<file path="src/msu_pkg.sv">
package msu_pkg;

	localparam int VEC_W   = 16;
	localparam int FRAC    = 12;
	localparam int PT_W    = 32;
	localparam int ALB_W   = 48;

	localparam int SQ_W    = 2 * VEC_W;
	localparam int ROOT_W  = VEC_W;
	localparam int U_W     = FRAC + 2;
	localparam int QB      = FRAC + 1;
	localparam int DIV_W   = VEC_W + FRAC + 1;
	localparam int DOT_W   = U_W + VEC_W + 2;
	localparam int T_W     = DOT_W + 2 - FRAC;
	localparam int TP_W    = T_W + VEC_W;
	localparam int SAT_W   = TP_W + 2;
	localparam int DN_W    = 2 * VEC_W + 2;

	localparam int SQRT_LAT = ROOT_W + 2;
	localparam int DIV_LAT  = QB;
	localparam int RFL_LAT  = 6;
	localparam int LAT      = SQRT_LAT + DIV_LAT + RFL_LAT;

	typedef enum logic {
		KIND_DIFFUSE = 1'b0,
		KIND_METAL   = 1'b1
	} kind_t;

	typedef enum logic {
		REG_DIFFUSE_ALB = 1'b0,
		REG_METAL_ALB   = 1'b1
	} reg_idx_t;

	typedef logic [VEC_W-1:0] vec_t;
	typedef logic [PT_W-1:0]  pt_t;
	typedef logic [U_W-1:0]   ucomp_t;

	typedef struct packed {
		kind_t      kind;
		vec_t [2:0] v;
		vec_t [2:0] n;
		pt_t  [2:0] pt;
	} hit_t;

	typedef struct packed {
		kind_t      kind;
		pt_t  [2:0] origin;
		vec_t [2:0] dir;
		logic       valid;
	} result_t;

	function automatic vec_t sat_vec(input logic signed [SAT_W-1:0] x);
		logic signed [SAT_W-1:0] hi;
		logic signed [SAT_W-1:0] lo;
		hi = SAT_W'($signed({1'b0, {(VEC_W-1){1'b1}}}));
		lo = SAT_W'($signed({1'b1, {(VEC_W-1){1'b0}}}));
		if (x > hi) begin
			return vec_t'(hi);
		end else if (x < lo) begin
			return vec_t'(lo);
		end
		return vec_t'(x);
	endfunction

endpackage

</file>
<file path="src/msu_sqrt.sv">
module msu_sqrt (
	input  logic                          clk,
	input  logic                          arst_n,
	input  logic                          in_valid,
	input  msu_pkg::hit_t                 in_hit,
	output logic                          out_valid,
	output msu_pkg::hit_t                 out_hit,
	output logic [msu_pkg::ROOT_W-1:0]    out_len
);

	localparam int SQ_W   = msu_pkg::SQ_W;
	localparam int ROOT_W = msu_pkg::ROOT_W;
	localparam int VEC_W  = msu_pkg::VEC_W;

	logic [SQ_W-1:0]  sq_s1 [3];
	logic             vld_s1;
	msu_pkg::hit_t    hit_s1;
	logic [SQ_W-1:0]  sum_s2;
	logic             vld_s2;
	msu_pkg::hit_t    hit_s2;

	logic [VEC_W-1:0] mag [3];

	always_comb begin
		for (int i = 0; i < 3; i++) begin
			mag[i] = in_hit.v[i][VEC_W-1] ? (~in_hit.v[i] + VEC_W'(1)) : in_hit.v[i];
		end
	end

	always_ff @(posedge clk or negedge arst_n) begin
		if (!arst_n) begin
			vld_s1 <= 1'b0;
			vld_s2 <= 1'b0;
		end else begin
			vld_s1 <= in_valid;
			vld_s2 <= vld_s1;
		end
	end

	always_ff @(posedge clk) begin
		for (int i = 0; i < 3; i++) begin
			sq_s1[i] <= SQ_W'(mag[i]) * SQ_W'(mag[i]);
		end
		hit_s1 <= in_hit;
		sum_s2 <= sq_s1[0] + sq_s1[1] + sq_s1[2];
		hit_s2 <= hit_s1;
	end

	// one root bit per stage, digit-by-digit
	logic [SQ_W-1:0] rem_s  [ROOT_W+1];
	logic [SQ_W-1:0] root_s [ROOT_W+1];
	logic            vld_s  [ROOT_W+1];
	msu_pkg::hit_t   hit_s  [ROOT_W+1];

	assign rem_s[0]  = sum_s2;
	assign root_s[0] = '0;
	assign vld_s[0]  = vld_s2;
	assign hit_s[0]  = hit_s2;

	for (genvar j = 0; j < ROOT_W; j++) begin : g_root
		localparam logic [SQ_W-1:0] BIT = SQ_W'(1) << (2 * (ROOT_W - 1 - j));
		logic [SQ_W:0]   trial;
		logic [SQ_W-1:0] rem_nx;
		logic [SQ_W-1:0] root_nx;

		always_comb begin
			trial = {1'b0, root_s[j]} + {1'b0, BIT};
			if ({1'b0, rem_s[j]} >= trial) begin
				rem_nx  = rem_s[j] - trial[SQ_W-1:0];
				root_nx = (root_s[j] >> 1) + BIT;
			end else begin
				rem_nx  = rem_s[j];
				root_nx = root_s[j] >> 1;
			end
		end

		always_ff @(posedge clk or negedge arst_n) begin
			if (!arst_n) begin
				vld_s[j+1] <= 1'b0;
			end else begin
				vld_s[j+1] <= vld_s[j];
			end
		end

		always_ff @(posedge clk) begin
			rem_s[j+1]  <= rem_nx;
			root_s[j+1] <= root_nx;
			hit_s[j+1]  <= hit_s[j];
		end
	end

	assign out_valid = vld_s[ROOT_W];
	assign out_hit   = hit_s[ROOT_W];
	assign out_len   = root_s[ROOT_W][ROOT_W-1:0];

endmodule

</file>
<file path="config.mk">
export PLATFORM = sky130hd
export DESIGN_NAME = msu_sqrt
export DESIGN_NICKNAME = d
export VERILOG_FILES = /design/src/msu_pkg.sv /design/src/msu_sqrt.sv
export SDC_FILE = /design/constraint.sdc
export NUM_CORES = 2
export LEC_CHECK = 0
export ABC_AREA = 0
export ABC_CLOCK_PERIOD_IN_PS = 3400
export CORE_ASPECT_RATIO = 0.9
export CORE_MARGIN = 5
export CORE_UTILIZATION = 50
export CTS_CLUSTER_SIZE = 12
export DETAILED_ROUTE_END_ITERATION = 16
export DONT_BUFFER_PORTS = 1
export PLACE_DENSITY_LB_ADDON = 0.25
export RECOVER_POWER = 25
export SYNTH_ARGS = -nofsm -noshare
export SYNTH_HDL_FRONTEND = slang
export SYNTH_SLANG_ARGS = --single-unit
</file>
<file path="constraint.sdc">
create_clock -name clk -period 3.4 [get_ports clk]
set_input_delay 0.34 -clock clk [delete_from_list [all_inputs] [get_ports clk]]
set_output_delay 0.34 -clock clk [all_outputs]
set_load 0.01 [all_outputs]
</file>
==> flow_summary_export.csv <==
group,metric,value,unit
synth,synth_edf_count,0,
routing,route.detailed.vias_per_inst,4.50,
setup_path,crit_path_start,"in_hit[147]",
sta,report.final.hold_viol_count,0,
routing,drc,0,
setup_path,timing.rr.end,"sum_s2[31]",
clock_network,worstSkewPairLatency,0.90,ns
status,status,"finished, violations left",
synth,ys_ff_latch,4230,
clock_network,tritoncts.num_buffers,409,
flow_run,timing.max_cap.violations,0,
synth,seq_area_frac_synth,70.2,%
clock_network,h_tree_level_count,5,
sta,timing.clock.skew,0.0802,ns
setup_path,worst_r2r_path_depth,10,
sta,tightest_slew_margin_relative_to_the_limit,32.0,%
routing,wl_cell,15.6,um
die,rows,171,
sta,final_max_slew_viol_count,0,
synth,synth_top_cell_area_share,69.9,%
clock_network,clock_pin_slew_on_the_worst_setup_and_hold_paths,0.06,ns
setup_path,critPathCaptureType,"flip-flop",
setup_path,worstPathRequired,4.18,ns
final_layout,layout-drive-gt1-share,16.6,%
die,fp.coreArea,241000,um^2
sta,final-setup-viol-count,78,
routing,drtAntennaViolNets,0,
min_path,min_delay_path_depth,1,
synth,dominantRegCellSynth,"dfxtp_1",
setup_path,critical_path_arrival,7.14,ns
global_route,number_of_global_route_vias_before_repair,64400,
final_layout,layout.cells.most_common,"dfxtp_1",
synth,synth_area_leaders,"dfxtp_1 (70%), fa_1 (8.7%), ha_1 (4.9%)",
die,height_of_the_chip,476,um
setup_path,crit-reg2reg-launch,"sq_s1[0][38]",
routing,dr.first_iter.drc_count,2630,
setup_path,worst-path-max-fanout,7,
synth,synth_async_sr_flop_share,0.426,%
min_path,holdCritPathClass,"in2reg",
min_path,hold_path_startpoint,"in_hit[131]",
die,die_w,528,um
global_route,grt_usage,16.7,%
synth,synth.yosys.warnings,0,
synth,yosys.area.top_type,"dfxtp_1",
global_route,global_route_wire_length_before_repair,339,mm
final_layout,number_of_nets_in_the_layout,11200,
final_layout,multi_input_logic_area,33500,um^2
final_layout,final-seq-area,84800,um^2
routing,drt_wl_total,207,mm
setup_path,critical_path_class,"in2reg",
global_route,grt_antenna_before_repair,15,
sta,fin_ws,-2.97,ns
status,violations,"setup timing",
sta,slew_worst_pin,1.02,ns
sta,fmax,0.157,GHz
clock_network,cts_root_buf,"clkbuf_16",
synth,post_synth_instance_area,121000,um^2
sta,setup_repair_after_global_routing_missed_its_margin,"true",
placed_design,numPortBuffers,0,
die,pin_count,406,
synth,postSynthAreaPerCell,13.7,um^2
die,area_of_the_die,251000,um^2
final_layout,layout-area-overhead-vs-synth,21.0,%
synth,postSynthCellCount,8812,
clock_network,clk_path_buf_depth,4,
synth,post_synth_num_cell_types,98,
routing,first_pass_iters,5,
global_route,grt_overflow_total,0,
min_path,min_delay_worst_endpoint,"hit_s1[131]",
die,start_util,50.1,%
placed_design,place_congestion,0.873,
clock_network,tritoncts,"yes",
clock_network,cts_num_sinks,4230,
final_layout,layout_common_cells,"dfxtp_1 (4,212), inv_1 (834), buf_4 (566), fa_1 (501), clkbuf_16 (413)",
sta,final.min_clock_period,6.37,ns
setup_path,r2r_setup_slack,0.18,ns
setup_path,critical_path.startpoint_type,"input port",
routing,vias,59700,
sta,timing.setup.tns,-166.74,ns
final_layout,fill_cells,18000,
placed_design,dp_hpwl,143,mm
sta,timing.final.crit_share,187,%
global_route,grt_start_max_net_pins,29,
## worst max-delay path: stages
cell	delay, ns
or3_4	0.40
or3b_4	0.43
nor2_4	0.11
nand2_4	0.08
o31ai_4	0.26
xor2_4	0.25
clkinv_4	0.17
nand2_4	0.12
fa_1	0.46
fa_1	0.56
inv_1	0.05
fa_1	0.52
fa_1	0.44
fa_1	0.56
inv_1	0.06
fa_1	0.53
inv_1	0.06
ha_4	0.16
a21o_1	0.22
a21oi_4	0.20
nor2b_2	0.08
o31a_1	0.31
nor2b_4	0.15
a221o_1	0.36
a21oi_2	0.14
xnor2_1	0.12
## through the flow
step / hold WS [ns] / instance area [um^2] / util, % / worst slack [ns] / cells
after global placement: 0.0450 / 129000 / 53.5 / -4.03 / 12300
after CTS: 0.000678 / 145000 / 60.2 / -2.88 / 13200
after detailed placement: 0.0449 / 129000 / 53.5 / -4.09 / 12300
after floorplan: 0.0444 / 122000 / - / -3.63 / 8847
final: 0.0783 / 146000 / 60.7 / -2.97 / 13300
after global routing: 0.00608 / 146000 / 60.7 / -3.16 / 13300
## kinds of logic after synthesis
group	synth area share (%)
other	0.00622
AND/OR/NAND/NOR	5.06
adder cells (fa/ha/maj)	13.6
multiplexers	0.175
XOR/XNOR	2.59
AO/OA/AOI/OAI	3.91
flip-flops	70.2
buffers and inverters	4.41
## state kept, by name, indices dropped and copies added, names as in the netlist
signal	count
hit_s	3088
hit_s1	193
out_hit	193
out_len	16
out_valid	1
rem_s	480
root_s	120
sq_s1	90
sum_s2	32
vld_s	15
vld_s1	1
vld_s2	1
## synthesized netlist by cell type (8+ instances only)
cell	n
dfxtp_1	4212
inv_1	918
fa_1	526
ha_1	473
nand2_1	415
nor2_1	333
xnor2_1	208
buf_4	199
a21oi_1	192
o21ai_0	173
xor2_1	139
a21o_1	106
nor3_1	94
nor4_1	76
clkbuf_1	61
o21a_1	58
nand3_1	51
o31ai_1	37
nand2b_1	35
nor2b_1	33
or3_1	32
nand4_1	30
and2_1	29
and3_1	29
a31oi_1	24
o21bai_1	22
or4_1	20
dfrtp_1	18
mux2_2	17
or2_2	17
a211oi_1	16
a21boi_0	15
clkinv_1	13
nand3b_1	13
nand4b_1	12
nor4b_1	11
inv_2	9
o31a_1	9
a211o_1	8
## area by class of cell
class,instances,area share (%)
Antenna cell,5,0.00857
Clock buffer,470,7.38
Clock inverter,45,0.535
Inverter,940,2.47
Multi-Input combinational cell,3404,23.0
Sequential cell,4230,58.0
Tap cell,3200,2.74
Timing Repair Buffer,975,5.86
## metal layers
metal | track usage [%] | vias up | wire, um
met3 | 2.85 | 396 | 8000
met4 | 5.46 | 2 | 6440
met5 | 0 | - | 13
met1 | 21.5 | 28500 | 90600
li1 | - | 29800 | -
met2 | 28.6 | 979 | 102000
## how the worst max path moves through the flow
stage          slack (ns)            to  cells past startpoint
2_1_floorplan       -3.63  sq_s1[0][31]                     29
3_3_place_gp        -4.03  sq_s1[0][30]                     28
3_5_place_dp        -4.09  sq_s1[0][30]                     27
4_1_cts             -2.88  sq_s1[0][29]                     27
5_1_grt             -3.16  sq_s1[0][29]                     27
6_report            -2.97  sq_s1[0][31]                     26
## timing repair
item | 4_1_cts | 5_1_grt
pin swaps | 150 | 122
buffers inserted | 51 | 32
gates resized for setup | 194 | 192
hold buffers | 335 | 0
endpoints found under the hold margin | 216 | 0
endpoints found under the setup margin | 78 | 84
Power is left out: the tool's default activity adds up to more than one toggle a clock period on the data nets, which glitch-free logic cannot reach.
